## config.mk

```make
export PLATFORM = sky130hd
export DESIGN_NAME = p2db_lane
export DESIGN_NICKNAME = d
export VERILOG_FILES = /design/src/rtl/p2db_pkg.sv /design/src/rtl/p2db_lane.sv
export SDC_FILE = /design/constraint.sdc
export NUM_CORES = 1
export LEC_CHECK = 0
export BUFFER_PORTS_ARGS = -buffer_cell sky130_fd_sc_hd__buf_2
export CORE_UTILIZATION = 35
export DETAILED_ROUTE_END_ITERATION = 7
export GPL_TIMING_DRIVEN = 0
export SLEW_MARGIN = 20
export SYNTH_ARGS = -nofsm -noshare
export SYNTH_HDL_FRONTEND = slang
export SYNTH_SLANG_ARGS = --single-unit
```

## constraint.sdc

```tcl
create_clock -name vclk -period 40.6
set_input_delay 8.12 -clock vclk [all_inputs]
set_output_delay 8.12 -clock vclk [all_outputs]
set_load 0.01 [all_outputs]
```

## src/rtl/p2db_pkg.sv

```systemverilog
// Package for the pixel to display bytes block: pixel type and layout codes,
// shared types and the per-component normalization functions.
// No dependencies.
`default_nettype none
package p2db_pkg;

    localparam logic [3:0] PT_U8      = 4'd0;
    localparam logic [3:0] PT_S8      = 4'd1;
    localparam logic [3:0] PT_U16     = 4'd2;
    localparam logic [3:0] PT_S16     = 4'd3;
    localparam logic [3:0] PT_U32     = 4'd4;
    localparam logic [3:0] PT_S32     = 4'd5;
    localparam logic [3:0] PT_F32     = 4'd6;
    localparam logic [3:0] PT_4444    = 4'd7;
    localparam logic [3:0] PT_5551    = 4'd8;
    localparam logic [3:0] PT_2101010 = 4'd9;
    localparam logic [3:0] PT_565     = 4'd10;
    localparam logic [3:0] PT_24_8    = 4'd11;
    localparam logic [3:0] PT_F32_S8  = 4'd12;

    localparam logic [2:0] LY_RED  = 3'd0;
    localparam logic [2:0] LY_RG   = 3'd1;
    localparam logic [2:0] LY_RGB  = 3'd2;
    localparam logic [2:0] LY_RGBA = 3'd3;
    localparam logic [2:0] LY_DEP  = 3'd4;
    localparam logic [2:0] LY_DS   = 3'd5;

    localparam logic [2:0] CNT_BGRA = 3'd4;
    localparam logic [2:0] CNT_RGBX = 3'd3;
    localparam logic [2:0] CNT_MONO = 3'd1;

    localparam int NUM_LANES = 4;

    typedef struct packed {
        logic [3:0] ptype;
        logic [2:0] layout;
    } p2db_cfg_t;

    // floor(x*255/(2^n-1)): estimate by (p + (p>>n) + 1) >> n, which is
    // within one of the true quotient, then step it by one either way.
    function automatic logic [7:0] unorm_n(input logic [31:0] x, input int n);
        logic [40:0] m;
        logic [40:0] p;
        logic [40:0] t;
        logic [40:0] q;
        begin
            m = (41'd1 << n) - 41'd1;
            p = {9'd0, x} * 41'd255;
            t = p + (p >> n) + 41'd1;
            q = t >> n;
            if (q * m > p)
                q = q - 41'd1;
            else if ((q + 41'd1) * m <= p)
                q = q + 41'd1;
            unorm_n = q[7:0];
        end
    endfunction

    function automatic logic [7:0] snorm_n(input logic [31:0] x, input int n);
        logic [31:0] v;
        logic [7:0]  q;
        begin
            v = x & ((32'd1 << (n - 1)) - 32'd1);
            if (x[n-1] || v == 32'd0)
                snorm_n = 8'd0;
            else if (v == ((32'd1 << (n - 1)) - 32'd1))
                snorm_n = 8'd255;
            else
            begin
                q = unorm_n(v, n - 1);
                snorm_n = q;
            end
        end
    endfunction

    function automatic logic [7:0] f32_byte(input logic [31:0] b);
        logic [7:0]  ex;
        logic [22:0] fr;
        logic [31:0] m;
        logic [7:0]  sh;
        logic [31:0] r;
        begin
            ex = b[30:23];
            fr = b[22:0];
            m  = {8'd0, 1'b1, fr} * 32'd255;
            sh = 8'd150 - ex;
            r  = m >> sh[5:0];
            if (ex == 8'hff && fr != 23'd0)
                f32_byte = 8'd255;
            else if (b[31])
                f32_byte = 8'd0;
            else if (ex >= 8'd127)
                f32_byte = 8'd255;
            else if (ex == 8'd0 || sh >= 8'd32)
                f32_byte = 8'd0;
            else
                f32_byte = r[7:0];
        end
    endfunction

endpackage
`default_nettype wire

```

## src/rtl/p2db_lane.sv

```systemverilog
// One conversion lane: turns one component word into one normalized byte.
// Depends on p2db_pkg.
`default_nettype none
module p2db_lane
    import p2db_pkg::*;
(
    input  wire logic [3:0]  ptype,
    input  wire logic [31:0] word,
    output logic      [7:0]  cbyte
);

    always_comb
    begin
        case (ptype)
            PT_S8:   cbyte = snorm_n(word & 32'hff, 8);
            PT_U16:  cbyte = unorm_n(word & 32'hffff, 16);
            PT_S16:  cbyte = snorm_n(word & 32'hffff, 16);
            PT_U32:  cbyte = unorm_n(word, 32);
            PT_S32:  cbyte = snorm_n(word, 32);
            PT_F32:  cbyte = f32_byte(word);
            default: cbyte = word[7:0];
        endcase
    end

endmodule
`default_nettype wire

```

==> out/qor.yml, run 1 <==
status: "complete, no violations"
critPathMaxStageDelay_ps: 1040
antenna_found_initial: 13
die_w_um: 368.0
stdcell_area_mm2: 0.04965
hp-start: "word[1]"
die_area_mm2: 0.1354
ant_nets: 0
cp_common_cell: "inv_1"
finalSetupViolCount: 0
hp-class: "in -> out"
syn_area_per_cell_um2: 8.499
worstPathMaxFanout: 24
drt_iter0_drc: 2478
syn_inst: 5517
synthDistinctLibCells: 105
endpoint_kind: "primary output"
worstSetupPathType: "in -> out"
track_usage: 0.1999
cts_hold_buf: 0
hold_viol: 0
grt_max_degree: 25
regArea_um2: 0
seq_cells: 0
finalNetCount: 7283
overflow: 0
drc: 0
syn2layout_area_growth_pct: 5.900
fin_ws_ps: 2784
synth_top_cell_by_area: "ha_1"
vias_per_cell: 5.357
drt_first_pass_iters: 6
pin_count: 44
fin_crit_sh: 0.9314
drive_gt1_frac: 0.03122
post_cts_buffers: 0
crit_required_ps: 32480
cts-resized-gates: 0
start_kind: "input port"
initial_utilization: 0.3549
die_h_um: 368.0
grt_first_pass_wirelength_um: 217400
synth.area.top_cells: "ha_1 (29%), fa_1 (24%), inv_1 (8.2%), xnor2_1 (5.0%), a21oi_1 (3.5%)"
wl_um: 136200
period_minus_slack_ps: 37820
yosys_warnings: 0
ys_seq_area_frac: 0
relSlewSlack: 0.1752
syn_nets: 7224
dpl.hpwl_um: 119200
placed_area_mm2: 0.04961
fmaxAchievable_ghz: 0.02644
placementRows: 133
synth.top_cells.by_count: "ha_1 (1098), inv_1 (1023), fa_1 (573)"
max_cap_violations: 0
grt_pass1_vias: 39421
cp_slowest_cell: "ha_1"
hold_end: "cbyte[1]"
worstPathArrival_ps: 29700
io_buffers: 44
gp_congestion: 0.9872
place_ws_ps: 2933
hold_depth: 4
drv_slew: 0
clkbuf_count: 0
via_count: 39313
fill_cells: 13720
yosysMostFrequentCell: "ha_1"
wire_per_inst_um: 18.57
rsz0062_at_grt: "no"
setup_tns_ps: 0
synth_top_area_share: 0.2930
worst_slew_pin_slew_ps: 1228
synth_area_mm2: 0.04689
core_area_mm2: 0.1321
==> layout make-up <==
type | instances | area, um^2 | area share
multi-input cells | 4429 | 42920 | 0.8645
inverters | 1029 | 3862 | 0.07779
well taps | 1755 | 2196 | 0.04422
repair buffers | 57 | 396.6 | 0.007988
plain buffers | 59 | 251.5 | 0.005065
diodes | 9 | 22.52 | 0.0004536
==> routing by layer <==
metal	wire length, um	GRT usage	vias to the layer above
li1	-	-	19092
met1	62420	0.2753	19158
met2	63030	0.3368	883
met3	7686	0.02331	162
met4	3020	0.03519	18
met5	92	0	-
==> critical path: cells and delay by family <==
family	cells	cell delay, ps
compound gates	15	4520
xor+xnor	4	1860
fa+ha+maj	15	7720
buf+inv	13	3430
simple gates	16	3920
==> worst max-delay path by stage <==
| stage | start | slack [ps] | cells after the start | end |
|---|---|---|---|---|
| floorplan | word[12] | 8700 | 63 | cbyte[3] |
| CTS | word[0] | 2780 | 63 | cbyte[6] |
| global placement | word[0] | 1560 | 51 | cbyte[7] |
| detailed placement | word[0] | 2930 | 63 | cbyte[6] |
| finish | word[0] | 2780 | 63 | cbyte[2] |
| global route | word[0] | 1610 | 63 | cbyte[6] |
==> per-stage QoR <==
step / hold WS (ps) / cells / util
after floorplan: 16390 / 5517 / -
after CTS: 16870 / 7329 / 0.3755
final: 16870 / 7338 / 0.3758
after global placement: 16850 / 7316 / 0.3731
after detailed placement: 16860 / 7329 / 0.3755
after global routing: 16920 / 7330 / 0.3756
==> cell families after synthesis <==
group | Yosys count | share of synthesized area
mux | 51 | 0.01233
simple gates | 1100 | 0.1210
xor+xnor | 349 | 0.06615
buf+inv | 1088 | 0.08774
compound gates | 1257 | 0.1749
fa+ha+maj | 1672 | 0.5379
==> cells in the final DEF, fill, tap and decap left out, drive strengths merged, types with 78 or more instances in the layout <==
master and count:
nand4 86, a21oi 329, nand2 227, fa 573, xor2 78, nor3 108, inv 1027, xnor2 271
a21o 176, nor2 257, nand3 83, o21a 103, o21ai 256, ha 1098
==> run 2, diff against run 1 <==
- CAP_MARGIN: default -> 20
- CORE_UTILIZATION: 35 -> 40
- clock period: 40.6 -> 38 ns (I/O delays scaled with it)
==> run 2 against run 1 <==
Count of clock-buffer cells in the layout is the same. Sequential share of layout area is the same. Utilization increased by 4.9 points. Routed wire length down 0.41%. Flip-flop and latch count is the same. Hold slack got worse by 1000 ps. Non-clock buffer count unchanged. Design area shrank 0.68%. Highest routed layer unchanged.
==> out/qor.yml, run 2 (synthesized netlist as in run 1, its figures left out) <==
worstPathArrival_ps: 29080  # -620 ps
crit_required_ps: 30400  # -2080 ps
drv_slew: 0  # unchanged
worstPathMaxFanout: 24  # unchanged
die_area_mm2: 0.1186  # -12%
grt_max_degree: 25  # unchanged
rsz0062_at_grt: "no"
core_area_mm2: 0.1162  # -12%
grt_use_met3: 0.02530  # +0.001992
antenna_found_initial: 7  # -6
grt_first_pass_wirelength_um: 216800  # -0.27%
endpoint_kind: "primary output"
placementRows: 125  # -6.0%
cp_common_cell: "inv_1"
period_minus_slack_ps: 36680
grtUsageMet2: 0.3937  # +0.05691
seq_cells: 0  # unchanged
finalNetCount: 7283  # unchanged
critPathMaxStageDelay_ps: 1120  # +80 ps
cp_slowest_cell: "ha_1"
finalSetupViolCount: 0  # unchanged
drc: 0  # unchanged
io_buffers: 44  # unchanged
initial_utilization: 0.4035  # +0.04863
worstSetupPathType: "in -> out"
globalRouteMet1Util: 0.3100  # +0.03473
track_usage: 0.2299  # +0.03007
ant_nets: 0  # unchanged
die_h_um: 344.4  # -6.4%
wire_per_inst_um: 19.11  # +2.9%
clkbuf_count: 0  # unchanged
vias_per_cell: 5.499  # +2.7%
max_cap_violations: 0  # unchanged
die_w_um: 344.4  # -6.4%
grt_pass1_vias: 39408  # -0.033%
fmaxAchievable_ghz: 0.02727
relSlewSlack: 0.1992  # +0.02403
hold_viol: 0  # unchanged
pin_count: 44  # unchanged
fill_cells: 11823  # -14%
status: "complete, no violations"
via_count: 39046  # -0.68%
cts_hold_buf: 0  # unchanged
gp_congestion: 0.9479  # -4.0%
setup_tns_ps: 0  # unchanged
fin_crit_sh: 0.9652
drt_iter0_drc: 2568  # +3.6%
overflow: 0  # unchanged
drive_gt1_frac: 0.03068  # -0.0005382
wl_um: 135700  # -0.41%
cts-resized-gates: 0  # unchanged
final_common_cell: "ha_1"
drt_first_pass_iters: 5  # -1
post_cts_buffers: 0  # unchanged
syn2layout_area_growth_pct: 5.185
start_kind: "input port"
grt-busiest-layer: "met2"
regArea_um2: 0  # unchanged
hold_depth: 4  # unchanged
dpl.hpwl_um: 119300  # +0.11%
final_cell_mix: "ha_1 (1098), inv_1 (1023), fa_1 (573), a21oi_1 (328), xnor2_1 (262)"
hp-class: "in -> out"
worst_slew_pin_slew_ps: 1201  # -26.59 ps
-- run 2: changes by cell type in the layout (fill, tap and decap cells not counted), sizes merged --
| cell | change |
|---|---|
| diode | -7 |
-- run 2: per-stage QoR --
stage                     area (um^2)  std cells  hold WS (ps)    util  setup slack [ps]
after floorplan                 46890       5517         15350       -              7138
after global placement          49010       7085         15860  0.4218             124.8
after detailed placement        49290       7098         15860  0.4241              1301
after CTS                       49290       7098         15860  0.4241              1187
after global routing            49310       7098         15940  0.4244             319.3
final                           49320       7100         15850  0.4244              1323
-- run 2: critical path, delay by kind of cell --
kind                       cells  cell delay, ps
AOI/OAI and AO/OA             16            4840
xor gates and xnor gates       4            1280
adders and majority gates     14            7330
buffers and inverters         13            3550
muxes                          1             730
and+or+nand+nor               16            3640
-- run 2: layout make-up --
cell class	instances	area [um^2]	share of cell area
Tap cell	1524	1907	0.03866
Multi-Input combinational cell	4429	42910	0.8701
Timing Repair Buffer	57	381.6	0.007738
Inverter	1029	3862	0.07832
Buffer	59	251.5	0.005099
Antenna cell	2	5.005	0.0001015
-- run 2: final timing paths --
| check | from | end |
|---|---|---|
| max | word[0] | cbyte[6] |
| min | word[2] | cbyte[2] |
-- run 2: metal layers --
layer  part of all wire  vias up
li1                   -    19104
met1               0.45    18823
met2               0.46      933
met3              0.058      182
met4              0.027        4
met5            0.00013        -
