==> src/rtl/p2db_pkg.sv <==
// Package for the pixel to display bytes block: pixel type and layout codes,
// shared types and the per-component normalization functions.
// No dependencies.
`default_nettype none
package p2db_pkg;

    localparam logic [3:0] PT_U8      = 4'd0;
    localparam logic [3:0] PT_S8      = 4'd1;
    localparam logic [3:0] PT_U16     = 4'd2;
    localparam logic [3:0] PT_S16     = 4'd3;
    localparam logic [3:0] PT_U32     = 4'd4;
    localparam logic [3:0] PT_S32     = 4'd5;
    localparam logic [3:0] PT_F32     = 4'd6;
    localparam logic [3:0] PT_4444    = 4'd7;
    localparam logic [3:0] PT_5551    = 4'd8;
    localparam logic [3:0] PT_2101010 = 4'd9;
    localparam logic [3:0] PT_565     = 4'd10;
    localparam logic [3:0] PT_24_8    = 4'd11;
    localparam logic [3:0] PT_F32_S8  = 4'd12;

    localparam logic [2:0] LY_RED  = 3'd0;
    localparam logic [2:0] LY_RG   = 3'd1;
    localparam logic [2:0] LY_RGB  = 3'd2;
    localparam logic [2:0] LY_RGBA = 3'd3;
    localparam logic [2:0] LY_DEP  = 3'd4;
    localparam logic [2:0] LY_DS   = 3'd5;

    localparam logic [2:0] CNT_BGRA = 3'd4;
    localparam logic [2:0] CNT_RGBX = 3'd3;
    localparam logic [2:0] CNT_MONO = 3'd1;

    localparam int NUM_LANES = 4;

    typedef struct packed {
        logic [3:0] ptype;
        logic [2:0] layout;
    } p2db_cfg_t;

    // floor(x*255/(2^n-1)): estimate by (p + (p>>n) + 1) >> n, which is
    // within one of the true quotient, then step it by one either way.
    function automatic logic [7:0] unorm_n(input logic [31:0] x, input int n);
        logic [40:0] m;
        logic [40:0] p;
        logic [40:0] t;
        logic [40:0] q;
        begin
            m = (41'd1 << n) - 41'd1;
            p = {9'd0, x} * 41'd255;
            t = p + (p >> n) + 41'd1;
            q = t >> n;
            if (q * m > p)
                q = q - 41'd1;
            else if ((q + 41'd1) * m <= p)
                q = q + 41'd1;
            unorm_n = q[7:0];
        end
    endfunction

    function automatic logic [7:0] snorm_n(input logic [31:0] x, input int n);
        logic [31:0] v;
        logic [7:0]  q;
        begin
            v = x & ((32'd1 << (n - 1)) - 32'd1);
            if (x[n-1] || v == 32'd0)
                snorm_n = 8'd0;
            else if (v == ((32'd1 << (n - 1)) - 32'd1))
                snorm_n = 8'd255;
            else
            begin
                q = unorm_n(v, n - 1);
                snorm_n = q;
            end
        end
    endfunction

    function automatic logic [7:0] f32_byte(input logic [31:0] b);
        logic [7:0]  ex;
        logic [22:0] fr;
        logic [31:0] m;
        logic [7:0]  sh;
        logic [31:0] r;
        begin
            ex = b[30:23];
            fr = b[22:0];
            m  = {8'd0, 1'b1, fr} * 32'd255;
            sh = 8'd150 - ex;
            r  = m >> sh[5:0];
            if (ex == 8'hff && fr != 23'd0)
                f32_byte = 8'd255;
            else if (b[31])
                f32_byte = 8'd0;
            else if (ex >= 8'd127)
                f32_byte = 8'd255;
            else if (ex == 8'd0 || sh >= 8'd32)
                f32_byte = 8'd0;
            else
                f32_byte = r[7:0];
        end
    endfunction

endpackage
`default_nettype wire

==> src/rtl/p2db_merge.sv <==
// Merge stage: decodes packed formats, picks lane results, orders bytes.
// Depends on p2db_pkg.
`default_nettype none
module p2db_merge
    import p2db_pkg::*;
(
    input  wire p2db_cfg_t   cfg,
    input  wire logic [31:0] word_a,
    input  wire logic [31:0] word_b,
    input  wire logic [7:0]  lane0,
    input  wire logic [7:0]  lane1,
    input  wire logic [7:0]  lane2,
    input  wire logic [7:0]  lane3,
    output logic      [7:0]  b0,
    output logic      [7:0]  b1,
    output logic      [7:0]  b2,
    output logic      [7:0]  b3,
    output logic      [2:0]  cnt
);

    logic [2:0] ly;
    logic [2:0] ncomp;
    logic [7:0] c0, c1, c2, c3;

    always_comb
    begin
        ly = (cfg.layout > LY_DS) ? LY_RED : cfg.layout;
        case (ly)
            LY_RED, LY_DEP: ncomp = 3'd1;
            LY_RG, LY_DS:   ncomp = 3'd2;
            LY_RGB:         ncomp = 3'd3;
            default:        ncomp = 3'd4;
        endcase
        c0 = 8'd0;
        c1 = 8'd0;
        c2 = 8'd0;
        c3 = 8'd255;
        case (cfg.ptype)
            PT_4444:
            begin
                c0 = {word_a[15:12], word_a[15:12]};
                c1 = {word_a[11:8], word_a[11:8]};
                c2 = {word_a[7:4], word_a[7:4]};
                c3 = {word_a[3:0], word_a[3:0]};
            end
            PT_5551:
            begin
                c0 = unorm_n({27'd0, word_a[15:11]}, 5);
                c1 = unorm_n({27'd0, word_a[10:6]}, 5);
                c2 = unorm_n({27'd0, word_a[5:1]}, 5);
                c3 = word_a[0] ? 8'd255 : 8'd0;
            end
            PT_2101010:
            begin
                c0 = unorm_n({22'd0, word_a[9:0]}, 10);
                c1 = unorm_n({22'd0, word_a[19:10]}, 10);
                c2 = unorm_n({22'd0, word_a[29:20]}, 10);
                c3 = 8'(word_a[31:30] * 8'd85);
            end
            PT_565:
            begin
                c0 = unorm_n({27'd0, word_a[15:11]}, 5);
                c1 = unorm_n({26'd0, word_a[10:5]}, 6);
                c2 = unorm_n({27'd0, word_a[4:0]}, 5);
            end
            PT_24_8:
            begin
                c0 = unorm_n({8'd0, word_a[31:8]}, 24);
                c1 = word_a[7:0];
            end
            PT_F32_S8:
            begin
                c0 = f32_byte(word_a);
                c1 = word_b[7:0];
            end
            default:
            begin
                c0 = lane0;
                if (ncomp >= 3'd2)
                    c1 = lane1;
                if (ncomp >= 3'd3)
                    c2 = lane2;
                if (ncomp >= 3'd4)
                    c3 = lane3;
            end
        endcase
        case (ly)
            LY_RGBA:
            begin
                b0 = c2; b1 = c1; b2 = c0; b3 = c3; cnt = CNT_BGRA;
            end
            LY_DEP:
            begin
                b0 = c0; b1 = 8'd0; b2 = 8'd0; b3 = 8'd0; cnt = CNT_MONO;
            end
            default:
            begin
                b0 = c0; b1 = c1; b2 = c2; b3 = 8'd0; cnt = CNT_RGBX;
            end
        endcase
    end

endmodule
`default_nettype wire

==> config.mk <==
export PLATFORM = sky130hd
export DESIGN_NAME = p2db_merge
export DESIGN_NICKNAME = d
export VERILOG_FILES = /design/src/rtl/p2db_pkg.sv /design/src/rtl/p2db_merge.sv
export SDC_FILE = /design/constraint.sdc
export NUM_CORES = 1
export LEC_CHECK = 0
export ABC_CLOCK_PERIOD_IN_PS = 29000
export BUFFER_PORTS_ARGS = -buffer_cell sky130_fd_sc_hd__buf_4
export CAP_MARGIN = 30
export CORE_MARGIN = 8
export CORE_UTILIZATION = 45
export DETAILED_ROUTE_END_ITERATION = 10
export GPL_ROUTABILITY_DRIVEN = 0
export PLACE_DENSITY = 0.69
export SYNTH_ARGS = -nofsm -noshare
export SYNTH_HDL_FRONTEND = slang
export SYNTH_SLANG_ARGS = --single-unit
==> constraint.sdc <==
create_clock -name vclk -period 29
set_clock_uncertainty 0.1 [all_clocks]
set_input_delay 5.8 -clock vclk [all_inputs]
set_output_delay 5.8 -clock vclk [all_outputs]
set_load 0.005 [all_outputs]
==> impl_metrics.env, run 1 <==
export IMPL_setup_viol=0
export IMPL_pre_cts_ws_ns=0.224
export IMPL_slew_violations=0
export IMPL_die_y_um=393
export IMPL_final_seq_area_sq_um=0
export IMPL_status="completed"
export IMPL_holdCritPathClass="primary input to output port"
export IMPL_num_vias=53700
export IMPL_synthCells=7515
export IMPL_drc=0
export IMPL_dp_cells=9559
export IMPL_fin_nets=10100
export IMPL_ys_types=116
export IMPL_start_util=0.453
export IMPL_use_met3=0.0315
export IMPL_min_from="lane3[6]"
export IMPL_grt_overflow=0
export IMPL_ys_seq_area_frac=0
export IMPL_use_met1=0.312
export IMPL_syn_avg_cell_area_sq_um=8.51
export IMPL_end_kind="output port"
export IMPL_max_slew_margin=0.295
export IMPL_crit_arrival_ns=22.20
export IMPL_cp_slowest_cell="fa_2"
export IMPL_first_pass_iters=8
export IMPL_hold_buffers=0
export IMPL_worst_slew_pin_slew_ns=1.05
export IMPL_setup_ws_ns=0.895
export IMPL_ios=138
export IMPL_syn_cell_area_sq_mm=0.0640
export IMPL_track_usage=0.228
export IMPL_die_area_sq_mm=0.154
export IMPL_grt_pass1_vias=54100
export IMPL_fin_cells=9575
export IMPL_hold_violations=0
export IMPL_path_class="primary input to output port"
export IMPL_timing_critical_path_mode_cell="fa_1"
export IMPL_drt_iter0_drc=3469
export IMPL_io_buffers=114
export IMPL_nClkBuffers=0
export IMPL_antenna_found_initial=11
export IMPL_drt_total_wl_um=180000
export IMPL_wl_per_cell_um=18.8
export IMPL_cp_max_fo=11
export IMPL_drv_cap=0
export IMPL_seq_cell_count=0
export IMPL_fin_crit_ns=28.10
export IMPL_drive_gt1_frac=0.0485
export IMPL_min_path_cells=3
export IMPL_std_cell_rows=138
export IMPL_post_route_period_util=0.969
export IMPL_vias_per_cell=5.61
export IMPL_grt_use_met2=0.382
export IMPL_fmax_mhz=35.6
export IMPL_required_ns=23.10
export IMPL_coreArea_sq_mm=0.141
export IMPL_ant_nets=0
export IMPL_cpPeakStageDelay_ns=0.68
export IMPL_startpoint="word_a[3]"
export IMPL_grt_max_degree=38
export IMPL_setup_tns_final_ns=0
export IMPL_dp_hpwl_um=160000
export IMPL_grt_busiest_layer="met2"
export IMPL_rsz0062_at_grt="no"
export IMPL_fillers=13600
export IMPL_die_x_um=393
export IMPL_synth_fp_nets=9893
export IMPL_cp_start_kind="primary input"
export IMPL_syn_to_final_growth_pct=6.36
export IMPL_grt_pass1_wl_um=288000
export IMPL_multi_input_area_sq_mm=0.0583
export IMPL_ys_warn_count=0
==> worst max-delay path, delay by kind of cell <==
family          cells  cell delay, ns
compound gates     20            4.58
fa+ha+maj          14            6.45
simple gates       15            2.84
buf+inv            11            1.64
mux                 1            0.24
xor+xnor            3            0.62
==> final cells by class <==
class,instances,share of cell area
timing repair buffer,234,0.0259
multi-input combinational,5951,0.857
inverter,1491,0.0823
tap,1890,0.0348
antenna,9,0.000331
==> routing by layer <==
layer | vias to the layer above | part of all wire
li1 | 25700 | -
met5 | - | 0.00014
met3 | 284 | 0.077
met2 | 1654 | 0.46
met1 | 26000 | 0.43
met4 | 4 | 0.029
==> final timing paths <==
kind                end  slack, ns
setup / recovery  b0[6]       0.90
hold / removal    b3[6]      11.79
==> cell families (layout without fill, tap and decap cells) <==
logic type	after synthesis	in the layout	share of synthesized area
AND/OR/NAND/NOR	1525	1525	0.119
AO/OA/AOI/OAI	1545	1545	0.161
adder cells (fa/ha/maj)	2275	2275	0.540
other	0	9	0
buffers and inverters	1564	1725	0.0922
XOR/XNOR	531	531	0.0742
multiplexers	75	75	0.0132
==> per-stage QoR <==
| step | utilization | cell area [sq um] | hold WS, ns |
|---|---|---|---|
| 4_1_cts | 0.480 | 67800 | 11.79 |
| 3_3_place_gp | 0.480 | 67800 | 11.78 |
| 3_5_place_dp | 0.480 | 67800 | 11.78 |
| 5_1_grt | 0.482 | 68000 | 11.80 |
| 6_report | 0.482 | 68000 | 11.79 |
| 2_1_floorplan | - | 64000 | 11.56 |
==> what timing repair did <==
action	in CTS	in global routing
hold endpoints to repair	0	0
setup buffers	0	3
endpoints found under the setup margin	0	21
resized for setup	0	38
==> synth_stat cells, types with 22 or more instances <==
master,number,share of area
nand2b_1,77,0.0075
ha_1,1463,0.29
a21o_1,173,0.020
o21ai_0,301,0.024
clkbuf_1,49,0.0029
a221oi_1,22,0.0030
a211oi_1,67,0.0079
xnor2_1,369,0.051
nor2b_1,99,0.0097
nor3_1,93,0.0073
o21bai_1,28,0.0033
nand3_1,135,0.011
o22ai_1,29,0.0028
xor2_1,153,0.021
a21oi_1,380,0.030
a31oi_1,41,0.0040
and3_1,47,0.0046
and2_1,50,0.0049
nand2_1,383,0.022
nor4_1,40,0.0039
o31ai_1,22,0.0026
a21boi_0,35,0.0041
nor2_1,355,0.021
or2_2,25,0.0024
o211ai_1,54,0.0063
or3_1,41,0.0040
fa_1,812,0.25
mux2i_1,55,0.0086
inv_1,1484,0.087
o21a_1,122,0.014
nand4_1,87,0.0085
==> layout by cell type, fill, tap and decap left out, drive strengths merged, types with 41 or more instances in the layout <==
| master | instances |
|---|---|
| nand2b | 78 |
| a21o | 173 |
| inv | 1486 |
| a211oi | 68 |
| fa | 812 |
| o21a | 122 |
| nand4 | 88 |
| nor2 | 357 |
| xor2 | 154 |
| and2 | 55 |
| or3 | 43 |
| mux2i | 56 |
| ha | 1463 |
| a31oi | 41 |
| nand3 | 136 |
| nor2b | 99 |
| and3 | 47 |
| xnor2 | 374 |
| nor3 | 95 |
| nand2 | 383 |
| a21oi | 384 |
| o21ai | 314 |
| buf | 233 |
| o211ai | 56 |
| nor4 | 42 |
Power of run 1 is not shown: default switching activity piles up to over one toggle a cycle in this logic, so the estimate is an artifact.
==> inputs of run 2 (changes only) <==
--- a/config.mk
+++ b/config.mk
@@ -13,6 +13,7 @@
 export DETAILED_ROUTE_END_ITERATION = 10
 export GPL_ROUTABILITY_DRIVEN = 0
 export PLACE_DENSITY = 0.69
+export RECOVER_POWER = 25
 export SYNTH_ARGS = -nofsm -noshare
 export SYNTH_HDL_FRONTEND = slang
 export SYNTH_SLANG_ARGS = --single-unit
==> run 2 against run 1 <==
  * Hold slack worse by 0.0012 ns
  * Die area is the same
  * First-iteration DRC count decreased by 2.9%
  * Maximum frequency about the same
  * Routed wire length rose by 0.13%
  * Via count about the same
  * Utilization is essentially flat
  * Setup slack improved by 0.0028 ns
  * Flip-flop and latch count is the same
  * Cell count barely moved
  * Largest cell class unchanged
==> impl_metrics.env, run 2 (same netlist as run 1, synthesis figures left out) <==
export IMPL_coreArea_sq_mm=0.141
export IMPL_nClkBuffers=0
export IMPL_crit_arrival_ns=22.20
export IMPL_syn_to_final_growth_pct=6.35
export IMPL_timing_critical_path_mode_cell="fa_1"
export IMPL_rsz0062_at_grt="no"
export IMPL_final_common_cell="inv_1"
export IMPL_die_x_um=393
export IMPL_worst_slew_pin_slew_ns=1.22
export IMPL_first_pass_iters=6
export IMPL_io_buffers=114
export IMPL_multi_input_area_sq_mm=0.0583
export IMPL_fmax_mhz=35.6
export IMPL_drive_gt1_frac=0.0482
export IMPL_slew_violations=0
export IMPL_start_util=0.453
export IMPL_hold_buffers=0
export IMPL_drt_iter0_drc=3367
export IMPL_post_route_period_util=0.969
export IMPL_holdCritPathClass="primary input to output port"
export IMPL_end_kind="output port"
export IMPL_ant_nets=0
export IMPL_startpoint="word_a[26]"
export IMPL_ios=138
export IMPL_cp_slowest_cell="a211oi_1"
export IMPL_grt_overflow=0
export IMPL_drv_cap=0
export IMPL_grt_busiest_layer="met2"
export IMPL_fin_nets=10100
export IMPL_drc=0
export IMPL_grt_use_met2=0.382
export IMPL_antenna_found_initial=11
export IMPL_wl_per_cell_um=18.8
export IMPL_cpPeakStageDelay_ns=0.89
export IMPL_final_seq_area_sq_um=0
export IMPL_grt_pass1_vias=54100
export IMPL_fillers=13600
export IMPL_setup_viol=0
export IMPL_die_area_sq_mm=0.154
export IMPL_hold_violations=0
export IMPL_final_core_util=0.482
export IMPL_grt_pass1_wl_um=288000
export IMPL_num_vias=53600
export IMPL_seq_cell_count=0
export IMPL_drt_total_wl_um=180000
export IMPL_required_ns=23.10
export IMPL_cp_start_kind="primary input"
export IMPL_layout_cells_most_common_list="1483 x inv_1, 1461 x ha_1, 810 x fa_1, 383 x nand2_1, 378 x a21oi_1"
export IMPL_vias_per_cell=5.60
export IMPL_path_depth=60
export IMPL_stdcell_area_sq_mm=0.0680
export IMPL_setup_tns_final_ns=0
export IMPL_dp_hpwl_um=160000
export IMPL_use_met1=0.312
export IMPL_place_area_sq_mm=0.0678
export IMPL_use_met3=0.0315
export IMPL_std_cell_rows=138
export IMPL_track_usage=0.228
export IMPL_path_class="primary input to output port"
export IMPL_crit_family="adder cells"
export IMPL_status="completed"
export IMPL_setup_ws_ns=0.898
export IMPL_fin_crit_ns=28.10
export IMPL_crit_buf_inv=10
export IMPL_max_slew_margin=0.187
export IMPL_die_y_um=393
export IMPL_cp_endpoint="b0[4]"
export IMPL_grt_max_degree=38
export IMPL_pre_cts_ws_ns=0.224
export IMPL_cp_max_fo=9
run 2: routing by layer:
metal,share of wire,vias to the layer above,wire (um)
li1,-,25700,-
met1,0.44,26100,78500
met2,0.46,1598,82400
met3,0.076,274,13700
met4,0.029,6,5260
met5,0.00019,-,34
run 2: per-stage QoR:
stage	instances	hold slack, ns
final	9574	11.78
after global routing	9566	11.80
after CTS	9559	11.79
after detailed placement	9559	11.78
after global placement	9556	11.78
after floorplan	7515	11.56
run 2: area by class of cell:
class                      instances  area share
antenna                            8    0.000294
inverter                        1491      0.0824
multi-input combinational       5951       0.857
tap                             1890      0.0348
timing repair buffer             234      0.0258
run 2: what timing repair did:
item	CTS	global route
buffers inserted	0	3
gates resized for setup	0	38
endpoints found under the hold margin	0	0
endpoints found under the setup margin	0	21
run 2: worst min-delay path by stage:
| stage | slack (ns) | cells past startpoint | start | end |
|---|---|---|---|---|
| 6_report | 11.78 | 3 | lane3[6] | b3[6] |
| 2_1_floorplan | 11.56 | 1 | cfg[2] | cnt[2] |
| 3_5_place_dp | 11.78 | 3 | lane3[4] | b3[4] |
| 4_1_cts | 11.79 | 3 | lane3[6] | b3[6] |
| 5_1_grt | 11.80 | 3 | lane3[6] | b3[6] |
| 3_3_place_gp | 11.78 | 3 | lane3[2] | b3[2] |
Power of run 2 is left out for the same reason.
